===== config.mk =====
export PLATFORM = sky130hd
export DESIGN_NAME = shortest_job_first_pool_flat
export DESIGN_NICKNAME = d
export VERILOG_FILES = /design/src/sjf_pkg.sv /design/src/sjf_if.sv /design/src/sjf_ram.sv /design/src/shortest_job_first_pool.sv /design/src/flat_wrapper.sv
export SDC_FILE = /design/constraint.sdc
export NUM_CORES = 2
export LEC_CHECK = 0
export ABC_CLOCK_PERIOD_IN_PS = 15000
export BUFFER_PORTS_ARGS = -buffer_cell sky130_fd_sc_hd__buf_4
export CORE_MARGIN = 1
export CORE_UTILIZATION = 50
export CTS_BUF_LIST = sky130_fd_sc_hd__clkbuf_8 sky130_fd_sc_hd__clkbuf_16
export DETAILED_ROUTE_END_ITERATION = 8
export PLACE_DENSITY = 0.66
export REMOVE_ABC_BUFFERS = 1
export SKIP_LAST_GASP = 1
export SYNTH_ARGS = -nofsm -noshare
export SYNTH_HDL_FRONTEND = slang
export SYNTH_SLANG_ARGS = --single-unit
export TNS_END_PERCENT = 50

===== constraint.sdc =====
create_clock -name clk -period 15 [get_ports clk]
set_clock_uncertainty 0.1 [all_clocks]
set_input_delay 2.25 -clock clk [delete_from_list [all_inputs] [get_ports clk]]
set_output_delay 2.25 -clock clk [all_outputs]
set_load 0.03 [all_outputs]

===== src/sjf_pkg.sv =====
// Shared types and codes for the shortest-job-first ready pool.
// No dependencies; the interfaces, the pool and its testbench refer to this package.
package sjf_pkg;

    localparam logic OP_ADD      = 1'b0;
    localparam logic OP_DISPATCH = 1'b1;

    localparam logic [1:0] STATUS_DISPATCHED = 2'd0;
    localparam logic [1:0] STATUS_ADDED      = 2'd1;
    localparam logic [1:0] STATUS_FULL       = 2'd2;
    localparam logic [1:0] STATUS_EMPTY      = 2'd3;

    localparam int ID_W      = 16;
    localparam int ARRIVAL_W = 32;
    localparam int BURST_W   = 16;
    localparam int STAMP_W   = 32;
    localparam int WAITING_W = 5;

    typedef logic [ID_W-1:0]      id_t;
    typedef logic [ARRIVAL_W-1:0] arrival_t;
    typedef logic [BURST_W-1:0]   burst_t;
    typedef logic [STAMP_W-1:0]   stamp_t;
    typedef logic [WAITING_W-1:0] waiting_t;

    typedef struct packed {
        id_t      id;
        arrival_t arrival;
        burst_t   burst;
        stamp_t   stamp;
    } job_t;

endpackage


===== src/sjf_if.sv =====
// Item channels of the shortest-job-first ready pool: job requests in, results out.
// Depends on sjf_pkg for the field types.
interface sjf_in_if;
    logic              valid;
    logic              ready;
    logic              op;
    sjf_pkg::id_t      job_id;
    sjf_pkg::arrival_t arrival;
    sjf_pkg::burst_t   burst;

    modport source (output valid, output op, output job_id, output arrival, output burst,
                    input ready);
    modport sink (input valid, input op, input job_id, input arrival, input burst,
                  output ready);
endinterface

interface sjf_out_if;
    logic              valid;
    logic              ready;
    logic [1:0]        status;
    sjf_pkg::id_t      out_id;
    sjf_pkg::arrival_t out_arrival;
    sjf_pkg::burst_t   out_burst;
    sjf_pkg::waiting_t waiting;

    modport source (output valid, output status, output out_id, output out_arrival,
                    output out_burst, output waiting, input ready);
    modport sink (input valid, input status, input out_id, input out_arrival,
                  input out_burst, input waiting, output ready);
endinterface


===== src/sjf_ram.sv =====
// Generic single-write, single-read RAM with a registered read port.
// No dependencies.
module sjf_ram #(
    parameter int WIDTH = 8,
    parameter int DEPTH = 16
) (
    input  logic                     clk,
    input  logic                     wr_en,
    input  logic [$clog2(DEPTH)-1:0] wr_addr,
    input  logic [WIDTH-1:0]         wr_data,
    input  logic                     rd_en,
    input  logic [$clog2(DEPTH)-1:0] rd_addr,
    output logic [WIDTH-1:0]         rd_data
);

    logic [WIDTH-1:0] mem [DEPTH];

    always_ff @(posedge clk)
    begin
        if (wr_en)
        begin
            mem[wr_addr] <= wr_data;
        end
        if (rd_en)
        begin
            rd_data <= mem[rd_addr];
        end
    end

endmodule


===== src/shortest_job_first_pool.sv =====
// Shortest-job-first ready pool: add a job or dispatch the waiting job with the smallest burst.
// An add walks the valid bits for the lowest free slot (ST_FREE) and writes the job there;
// a dispatch reads every slot from the RAM in turn (ST_SCAN, ST_DRAIN) to find the minimum burst.
// A full add or an empty dispatch goes straight to the result. One item is worked on at a time.
// Reset clears all valid bits and the job count at once; no clearing pass is needed.
// Depends on sjf_pkg, sjf_if (sjf_in_if, sjf_out_if) and sjf_ram.
module shortest_job_first_pool #(
    parameter int SLOTS = 16
) (
    input logic      clk,
    input logic      rst_n,
    sjf_in_if.sink   items,
    sjf_out_if.source results
);

    localparam int IW = $clog2(SLOTS);
    localparam int CW = $clog2(SLOTS + 1);
    localparam int JW = $bits(sjf_pkg::job_t);

    localparam logic [2:0] ST_IDLE  = 3'd0;
    localparam logic [2:0] ST_FREE  = 3'd1;
    localparam logic [2:0] ST_SCAN  = 3'd2;
    localparam logic [2:0] ST_DRAIN = 3'd3;
    localparam logic [2:0] ST_FIN   = 3'd4;

    logic [2:0]          state_reg, state_next;
    logic [IW-1:0]       idx_reg, idx_next;
    logic [SLOTS-1:0]    valid_reg, valid_next;
    logic [CW-1:0]       count_reg, count_next;
    sjf_pkg::stamp_t     stamp_reg, stamp_next;
    logic                p_go_reg, p_go_next;
    logic                p_live_reg, p_live_next;
    logic [IW-1:0]       p_idx_reg;
    logic                best_have_reg, best_have_next;
    logic [IW-1:0]       best_idx_reg, best_idx_next;
    sjf_pkg::id_t        best_id_reg, best_id_next;
    sjf_pkg::arrival_t   best_arr_reg, best_arr_next;
    sjf_pkg::burst_t     best_burst_reg, best_burst_next;
    sjf_pkg::stamp_t     best_age_reg, best_age_next;
    logic [1:0]          res_status_reg, res_status_next;
    sjf_pkg::id_t        in_id_reg;
    sjf_pkg::arrival_t   in_arr_reg;
    sjf_pkg::burst_t     in_burst_reg;
    logic                out_valid_reg, out_valid_next;
    logic [1:0]          out_status_reg, out_status_next;
    sjf_pkg::id_t        out_id_reg, out_id_next;
    sjf_pkg::arrival_t   out_arr_reg, out_arr_next;
    sjf_pkg::burst_t     out_burst_reg, out_burst_next;
    sjf_pkg::waiting_t   out_waiting_reg, out_waiting_next;

    logic                in_take;
    logic                wr_en;
    logic                rd_en;
    sjf_pkg::job_t       wr_job;
    logic [JW-1:0]       rd_data;
    sjf_pkg::job_t       rd_job;
    sjf_pkg::stamp_t     rd_age;
    logic                better;
    logic                is_last;
    logic                fin_go;
    logic [CW-1:0]       count_after;
    logic [CW+4:0]       count_wide;

    assign in_take = items.valid && items.ready;
    assign items.ready = (state_reg == ST_IDLE);

    assign results.valid       = out_valid_reg;
    assign results.status      = out_status_reg;
    assign results.out_id      = out_id_reg;
    assign results.out_arrival = out_arr_reg;
    assign results.out_burst   = out_burst_reg;
    assign results.waiting     = out_waiting_reg;

    assign rd_job  = sjf_pkg::job_t'(rd_data);
    assign rd_age  = stamp_reg - rd_job.stamp;
    assign better  = !best_have_reg || (rd_job.burst < best_burst_reg) ||
                     ((rd_job.burst == best_burst_reg) && (rd_age < best_age_reg));
    assign is_last = (idx_reg == IW'(SLOTS - 1));
    assign fin_go  = (state_reg == ST_FIN) && (!out_valid_reg || results.ready);

    assign wr_en  = (state_reg == ST_FREE) && !valid_reg[idx_reg];
    assign wr_job = '{id: in_id_reg, arrival: in_arr_reg, burst: in_burst_reg,
                      stamp: stamp_reg + sjf_pkg::stamp_t'(1)};
    assign rd_en  = (state_reg == ST_SCAN);

    assign count_after = (res_status_reg == sjf_pkg::STATUS_DISPATCHED) ?
                         count_reg - CW'(1) : count_reg;
    assign count_wide  = {5'b0, count_after};

    sjf_ram #(
        .WIDTH (JW),
        .DEPTH (SLOTS)
    ) u_job_ram (
        .clk     (clk),
        .wr_en   (wr_en),
        .wr_addr (idx_reg),
        .wr_data (JW'(wr_job)),
        .rd_en   (rd_en),
        .rd_addr (idx_reg),
        .rd_data (rd_data)
    );

    always_comb
    begin
        state_next       = state_reg;
        idx_next         = idx_reg;
        valid_next       = valid_reg;
        count_next       = count_reg;
        stamp_next       = stamp_reg;
        p_go_next        = 1'b0;
        p_live_next      = 1'b0;
        best_have_next   = best_have_reg;
        best_idx_next    = best_idx_reg;
        best_id_next     = best_id_reg;
        best_arr_next    = best_arr_reg;
        best_burst_next  = best_burst_reg;
        best_age_next    = best_age_reg;
        res_status_next  = res_status_reg;
        out_valid_next   = out_valid_reg;
        out_status_next  = out_status_reg;
        out_id_next      = out_id_reg;
        out_arr_next     = out_arr_reg;
        out_burst_next   = out_burst_reg;
        out_waiting_next = out_waiting_reg;

        if (out_valid_reg && results.ready)
        begin
            out_valid_next = 1'b0;
        end

        if (p_go_reg && p_live_reg && better)
        begin
            best_have_next  = 1'b1;
            best_idx_next   = p_idx_reg;
            best_id_next    = rd_job.id;
            best_arr_next   = rd_job.arrival;
            best_burst_next = rd_job.burst;
            best_age_next   = rd_age;
        end

        unique case (state_reg)
            ST_IDLE:
            begin
                if (in_take)
                begin
                    idx_next       = '0;
                    best_have_next = 1'b0;
                    if (items.op == sjf_pkg::OP_ADD)
                    begin
                        if (count_reg == CW'(SLOTS))
                        begin
                            res_status_next = sjf_pkg::STATUS_FULL;
                            state_next      = ST_FIN;
                        end
                        else
                        begin
                            res_status_next = sjf_pkg::STATUS_ADDED;
                            state_next      = ST_FREE;
                        end
                    end
                    else
                    begin
                        if (count_reg == '0)
                        begin
                            res_status_next = sjf_pkg::STATUS_EMPTY;
                            state_next      = ST_FIN;
                        end
                        else
                        begin
                            res_status_next = sjf_pkg::STATUS_DISPATCHED;
                            state_next      = ST_SCAN;
                        end
                    end
                end
            end
            ST_FREE:
            begin
                if (!valid_reg[idx_reg])
                begin
                    valid_next[idx_reg] = 1'b1;
                    count_next          = count_reg + CW'(1);
                    stamp_next          = stamp_reg + sjf_pkg::stamp_t'(1);
                    state_next          = ST_FIN;
                end
                else
                begin
                    idx_next = idx_reg + IW'(1);
                end
            end
            ST_SCAN:
            begin
                p_go_next   = 1'b1;
                p_live_next = valid_reg[idx_reg];
                if (is_last)
                begin
                    state_next = ST_DRAIN;
                end
                else
                begin
                    idx_next = idx_reg + IW'(1);
                end
            end
            ST_DRAIN:
            begin
                state_next = ST_FIN;
            end
            ST_FIN:
            begin
                if (fin_go)
                begin
                    out_valid_next   = 1'b1;
                    out_status_next  = res_status_reg;
                    out_waiting_next = count_wide[4:0];
                    count_next       = count_after;
                    state_next       = ST_IDLE;
                    if (res_status_reg == sjf_pkg::STATUS_DISPATCHED)
                    begin
                        valid_next[best_idx_reg] = 1'b0;
                        out_id_next              = best_id_reg;
                        out_arr_next             = best_arr_reg;
                        out_burst_next           = best_burst_reg;
                    end
                    else
                    begin
                        out_id_next    = '0;
                        out_arr_next   = '0;
                        out_burst_next = '0;
                    end
                end
            end
            default:
            begin
                state_next = ST_IDLE;
            end
        endcase
    end

    always_ff @(posedge clk or negedge rst_n)
    begin
        if (!rst_n)
        begin
            state_reg     <= ST_IDLE;
            valid_reg     <= '0;
            count_reg     <= '0;
            stamp_reg     <= '0;
            p_go_reg      <= 1'b0;
            best_have_reg <= 1'b0;
            out_valid_reg <= 1'b0;
        end
        else
        begin
            state_reg     <= state_next;
            valid_reg     <= valid_next;
            count_reg     <= count_next;
            stamp_reg     <= stamp_next;
            p_go_reg      <= p_go_next;
            best_have_reg <= best_have_next;
            out_valid_reg <= out_valid_next;
        end
    end

    always_ff @(posedge clk)
    begin
        idx_reg         <= idx_next;
        p_live_reg      <= p_live_next;
        p_idx_reg       <= idx_reg;
        best_idx_reg    <= best_idx_next;
        best_id_reg     <= best_id_next;
        best_arr_reg    <= best_arr_next;
        best_burst_reg  <= best_burst_next;
        best_age_reg    <= best_age_next;
        res_status_reg  <= res_status_next;
        out_status_reg  <= out_status_next;
        out_id_reg      <= out_id_next;
        out_arr_reg     <= out_arr_next;
        out_burst_reg   <= out_burst_next;
        out_waiting_reg <= out_waiting_next;
        if (in_take)
        begin
            in_id_reg    <= items.job_id;
            in_arr_reg   <= items.arrival;
            in_burst_reg <= items.burst;
        end
    end

endmodule


===== src/flat_wrapper.sv =====
// flat-port wrapper written by rule: the top's interface ports become plain ports
module shortest_job_first_pool_flat 
#(
    parameter int SLOTS = 16
)
  (clk, rst_n, items_valid, items_op, items_job_id, items_arrival, items_burst, items_ready, results_valid, results_status, results_out_id, results_out_arrival, results_out_burst, results_waiting, results_ready);
  sjf_in_if items_i ();
  sjf_out_if results_i ();
  input logic clk;
  input logic rst_n;
  input wire logic [$bits(items_i.valid)-1:0] items_valid;
  input wire logic [$bits(items_i.op)-1:0] items_op;
  input wire logic [$bits(items_i.job_id)-1:0] items_job_id;
  input wire logic [$bits(items_i.arrival)-1:0] items_arrival;
  input wire logic [$bits(items_i.burst)-1:0] items_burst;
  output wire logic [$bits(items_i.ready)-1:0] items_ready;
  output wire logic [$bits(results_i.valid)-1:0] results_valid;
  output wire logic [$bits(results_i.status)-1:0] results_status;
  output wire logic [$bits(results_i.out_id)-1:0] results_out_id;
  output wire logic [$bits(results_i.out_arrival)-1:0] results_out_arrival;
  output wire logic [$bits(results_i.out_burst)-1:0] results_out_burst;
  output wire logic [$bits(results_i.waiting)-1:0] results_waiting;
  input wire logic [$bits(results_i.ready)-1:0] results_ready;
  assign items_i.valid = items_valid;
  assign items_i.op = items_op;
  assign items_i.job_id = items_job_id;
  assign items_i.arrival = items_arrival;
  assign items_i.burst = items_burst;
  assign items_ready = items_i.ready;
  assign results_valid = results_i.valid;
  assign results_status = results_i.status;
  assign results_out_id = results_i.out_id;
  assign results_out_arrival = results_i.out_arrival;
  assign results_out_burst = results_i.out_burst;
  assign results_waiting = results_i.waiting;
  assign results_i.ready = results_ready;
  shortest_job_first_pool #(.SLOTS(SLOTS)) u_core (.clk(clk), .rst_n(rst_n), .items(items_i), .results(results_i));
endmodule

### After elaboration in Yosys (flattened, before gate mapping)

Memory sizes are Yosys's and may differ from the RTL's. A register that Yosys moved wholly into a read port is not among the register bits.
Index checks and enable logic that the tools add are counted.
W data, S select, Z words.

| storage, ports and cells | value |
|---|---|
| memories | 1 |
| input port bits | 69 |
| RAM bits | 1,536 |
| flip-flop bits (word level) | 305 |
| word-level logic and storage cells | 119 |
| output and inout port bits | 73 |

| operators by class | value |
|---|---|
| reductions and logical operators | 27 |
| add/sub/neg operators | 5 |
| magnitude comparators | 6 |
| muxes and demuxes | 38 |
| eq/ne operators | 14 |
| bitwise logic cells | 4 |

Memory list:

| name | depth | bits a word | read ports | clocked after Yosys merged registers in | wr ports | line | source |
|---|---|---|---|---|---|---|---|
| u_core.u_job_ram.mem | 16 | 96 | 1 | 1 | 1 | sjf_ram.sv:16 | `logic [WIDTH-1:0] mem [DEPTH];` |

Operator list:

| kind | count |
|---|---|
| $mux W16 | 3 |
| $add A32 B1 Y32 const B | 1 |
| $lt A32 B32 Y1 | 1 |
| $pmux W16 S2 | 1 |
| $sub A32 B32 Y32 | 1 |
| $mux W3 | 7 |
| $and A16 B16 Y16 | 1 |
| $eq A16 B16 Y1 | 1 |
| $lt A16 B16 Y1 | 1 |
| $not A16 Y16 | 1 |
| $or A16 B16 Y16 | 1 |
| $mux W5 | 3 |
| $pmux W3 S5 | 1 |
| $mux W1 | 12 |
| $mux W4 | 3 |
| $ne A2 B2 Y1 const B | 6 |
| $pmux W4 S3 | 1 |
| $reduce_and A4 Y1 | 3 |
| $lt A4 B5 Y1 const B | 2 |
| $pmux W5 S2 | 1 |
| $logic_and A1 B1 Y1 | 9 |
| $demux W1 S4 | 2 |
| $ge A4 B1 Y1 const B | 2 |
| $eq A3 B2 Y1 const B | 2 |
| other kinds (20) | 28 |

### Depth between registers and ports, before layout

| depth | value |
|---|---|
| word-level depth | 9 |
| depth in mapped cells | 18 |

### Cells and area by module

From an unflattened synthesis, not the netlist that was laid out.

| unflattened totals | value |
|---|---|
| cells, all modules | 3,599 |
| area, all modules | 74,600.3 um^2 |

Modules (own cells, without submodules):

| module | area each (um^2) | times used | cells an instance |
|---|---|---|---|
| sjf_ram | 60,315.3 | 1 | 2,460 |
| shortest_job_first_pool | 14,285.0 | 1 | 1,139 |

### Worst setup path before layout

Ideal clock, no wire load.

| timing | value |
|---|---|
| path type | flip-flop to flip-flop |
| start | register u_core.stamp_reg[0] |
| end | register u_core.best_age_reg[0] (enable) |
| data arrival time | 10.697 ns |
| clock period less this slack | 11.503 ns |
| cell stages (with the launch flop) | 17 |
| path slack | 3.497 ns |
| setup time | 0.706 ns |
| path buffers | 0 |
| path through | dfrtp_1 inv_1 ha_1 inv_1 fa_1 a21oi_1 o211ai_1 a31oi_1 nand2_1 a31oi_1 or4b_2 nand4_1 ha_1 nand4_1 or3_1 o2111ai_1 o31ai_1 |

| between the ends | value |
|---|---|
| cells in the longest elaborated chain, start to end | 5 |

RTL lines:

| what | line | source |
|---|---|---|
| start: declaration | shortest_job_first_pool.sv:30 | `sjf_pkg::stamp_t stamp_reg, stamp_next;` |
| start signal: assignment | shortest_job_first_pool.sv:255 | `stamp_reg <= stamp_next;` |
| $sub A32 B32 Y32 | shortest_job_first_pool.sv:75 | `assign rd_age = stamp_reg - rd_job.stamp;` |
| named net u_core.rd_age[28] | shortest_job_first_pool.sv:57 | `sjf_pkg::stamp_t rd_age;` |
| $lt A32 B32 Y1 | shortest_job_first_pool.sv:77 | `((rd_job.burst == best_burst_reg) && (rd_age < best_age_reg));` |
| $logic_and A1 B1 Y1 | shortest_job_first_pool.sv:77 |  |
| $logic_or A1 B1 Y1 | shortest_job_first_pool.sv:76 | `assign better = !best_have_reg \|\| (rd_job.burst < best_burst_reg) \|\|` |
| $logic_and A1 B1 Y1 | shortest_job_first_pool.sv:131 | `if (p_go_reg && p_live_reg && better)` |
| end signal: assignment | shortest_job_first_pool.sv:271 | `best_age_reg <= best_age_next;` |
| end: declaration | shortest_job_first_pool.sv:39 | `sjf_pkg::stamp_t best_age_reg, best_age_next;` |

The timed path passes the listed nets, and every way through them passes these cells.
A chain may end at the register's enable or synchronous reset.

### Worst setup path in the final report

| timing | value |
|---|---|
| start | register u_core.stamp_reg[0] |
| end | register u_core.best_burst_reg[9] (enable) |

| between the ends | value |
|---|---|
| cells in the longest elaborated chain, start to end | 5 |

RTL lines:

| what | line | source |
|---|---|---|
| $sub A32 B32 Y32 | shortest_job_first_pool.sv:75 |  |
| named net u_core.rd_age[28] | shortest_job_first_pool.sv:57 |  |
| $lt A32 B32 Y1 | shortest_job_first_pool.sv:77 |  |
| $logic_and A1 B1 Y1 | shortest_job_first_pool.sv:77 |  |
| $logic_or A1 B1 Y1 | shortest_job_first_pool.sv:76 |  |
| $logic_and A1 B1 Y1 | shortest_job_first_pool.sv:131 |  |
| end signal: assignment | shortest_job_first_pool.sv:270 | `best_burst_reg <= best_burst_next;` |
| end: declaration | shortest_job_first_pool.sv:38 | `sjf_pkg::burst_t best_burst_reg, best_burst_next;` |

The timed path passes the listed nets, and every way through them passes these cells.

==> results.ini <==
[worst_setup_path]
r2r_end=u_core.best_burst_reg[9]$_DFFE_PP_
r2r_start=u_core.stamp_reg[0]$_DFFE_PN0P_
crit_path_max_fanout=31
crit_required_ps=15310
crit_type=reg2reg
arrival_ps=6610
r2r_cells=18
cp-end-kind=flip-flop
start_kind=flip-flop
rrSetupSlack_ps=8710

[placement]
gp_routability_congestion=0.7947
place_ws_ps=8762
io_buffer_count=141
dp_hpwl_mm=78.03

[logic_synthesis]
yosysUniqueCellTypes=65
synth-async-reset-ratio=0.03046
synthCells=3345
synth.top_cell.area_share=0.7555
yosysWarnings=0
syn_avg_cell_area_um2=22.26
ys_ff_latch=1937
netlist_top_cells_count=1,873 x edfxtp_1, 485 x mux4_2, 93 x inv_1
synth_top_area_cell=edfxtp_1
synth-edff-count=1873
ys_seq_area_frac=0.7766
synth.area.top_cells=edfxtp_1 76%, mux4_2 15%, dfrtp_1 2.0%
yosysMostFrequentCell=edfxtp_1
synth_ff_type=edfxtp_1
syn_area_um2=74450

[job]
maxCapViolations=0

[timing]
rsz0062_at_grt=false
drv_slew=0
period_minus_slack_ps=6291
clock.fmax_ghz=0.1590
hold_viol=0
tightest_slew_ps=1269
final-setup-viol-count=0
maxSlewHeadroom=0.1479
period_share=0.4194
fin_ws_ps=8709
hold_slack_ps=306.5

[drt]
drt-initial-drc-count=3157
drt-total-wl_mm=159.4
ant_nets=0
first_pass_iters=8
drc=0
vias=34010
wire_per_inst_um=27.98
viasPerCell=5.970

[power]
total_power_mw=14.60
p_leak_nw=28.31
ir_drop_mv=0.2389
p_per_area_nw_per_um2=173.4

[final_layout]
reg_top3=u_core.u_job_ram.mem x1536, u_core.u_job_ram.rd_data x96
antenna_cells=0
syn_to_final_growth_pct=13.07
drive_above_1_share=0.2625
nets=3757
fin_util=0.5694
filler_cell_count=10740
largest_reg_flops=1536
largest_register=u_core.u_job_ram.mem

[clocking]
cts_setup_buffers=0
clkSlewWorstSetupHoldPaths_ps=60
cts_sinks=1937
cts_buffers=191
cts_hold_buf=0
cts_tree=done
cts-resized-gates=0
clockBufferDepth=3
insertion_delay_ps=820
root_buffer=clkbuf_16
cts_max_level=4

[hold_path]
holdPathEnd=u_core.best_idx_reg[2]$_DFFE_PP_
worstHoldStart=u_core.p_idx_reg[2]$_DFF_P_
hold_depth=0
min_path_type=reg2reg

[die]
die_y_um=387.9
die_area_um2=150400
start_util=0.5036
ios=142
core_um2=147800
rows=141
fp.dieW_um=387.9

[global_route]
grt_max_degree=101
use_met1=0.3148
top_usage_layer=met2
grt_usage=0.2149
grt_pass1_vias=34820
grt_util_met3=0.04180
overflow=0
grt_first_pass_wirelength_mm=234.9
antenna_found_initial=4
use_met2=0.3389

[run_status]
status=finished clean

## final cells by class
class	count	area, um^2	share of cell area
Clock inverter	162	1226	0.01457
Inverter	93	351.6	0.004177
Multi-Input combinational cell	1178	15860	0.1884
Clock buffer	196	4871	0.05787
Timing Repair Buffer	201	1634	0.01941
Tap cell	1930	2415	0.02869
Sequential cell	1937	57820	0.6869
## worst max path at each step
stage / from / endpoint / cells after the start
floorplan: u_core.idx_reg[0]$_SDFFCE_PN0P_ / u_core.u_job_ram.mem[14][0]$_DFFE_PP_ / 2
global placement: u_core.stamp_reg[0]$_DFFE_PN0P_ / u_core.best_arr_reg[3]$_DFFE_PP_ / 18
detailed placement: u_core.stamp_reg[0]$_DFFE_PN0P_ / u_core.best_arr_reg[3]$_DFFE_PP_ / 18
CTS: u_core.stamp_reg[0]$_DFFE_PN0P_ / u_core.best_burst_reg[9]$_DFFE_PP_ / 18
global route: u_core.stamp_reg[0]$_DFFE_PN0P_ / u_core.best_burst_reg[9]$_DFFE_PP_ / 18
finish: u_core.stamp_reg[0]$_DFFE_PN0P_ / u_core.best_burst_reg[9]$_DFFE_PP_ / 18
## cell usage in the layout, fill, tap and decap left out, types with 53 or more instances in the layout
| master | count |
|---|---|
| and2_1 | 53 |
| inv_1 | 138 |
| dfrtp_1 | 59 |
| o21ai_0 | 55 |
| clkbuf_16 | 193 |
| xnor2_1 | 61 |
| a21oi_1 | 55 |
| nand2_1 | 66 |
| mux4_2 | 485 |
| ha_1 | 85 |
| nor2_1 | 56 |
| buf_4 | 191 |
| edfxtp_1 | 1873 |
## layer usage
layer / routed length, um / vias up
met4: 2591 / 0
met2: 76550 / 1241
met1: 68990 / 18200
li1: - / 14370
met5: 0 / -
met3: 11290 / 202
## cell families (layout without fill, tap and decap cells)
kind of cell	Yosys count	count (layout)	synth area share
and+or+nand+nor	327	327	0.02339
AOI/OAI and AO/OA	179	179	0.01452
buffers and inverters	230	652	0.01225
muxes	487	487	0.1470
xor gates and xnor gates	99	99	0.01165
DFF	1937	1937	0.7766
adders and majority gates	86	86	0.01455
## through the flow
step | instances | TNS, ps | area (um^2)
2_1_floorplan | 3208 | -9910130 | 73890
3_3_place_gp | 5339 | 0 | 78080
3_5_place_dp | 5339 | 0 | 78080
4_1_cts | 5697 | 0 | 84180
5_1_grt | 5697 | 0 | 84180
6_report | 5697 | 0 | 84180
## where the power goes
group          total [mW]  internal [mW]  switching, mW
combinational        3.14           1.44           1.70
sequential           6.86           6.60          0.258
clock                4.59           2.60           2.00
## critical path, cell delays in order, from the launching register on
cell       delay, ps
dfrtp_1          420
inv_1            400
ha_1             270
inv_1             60
fa_1             390
a21oi_1          240
o211ai_1         210
a31oi_1          200
nand2_1          130
a31oi_1          390
or4b_2           620
nand4_1          150
ha_1             250
nand4_1          120
or3_1            140
o2111ai_1        170
o31ai_4          430
buf_4            650
buf_4            540
Power figures use the tool's default switching activity.
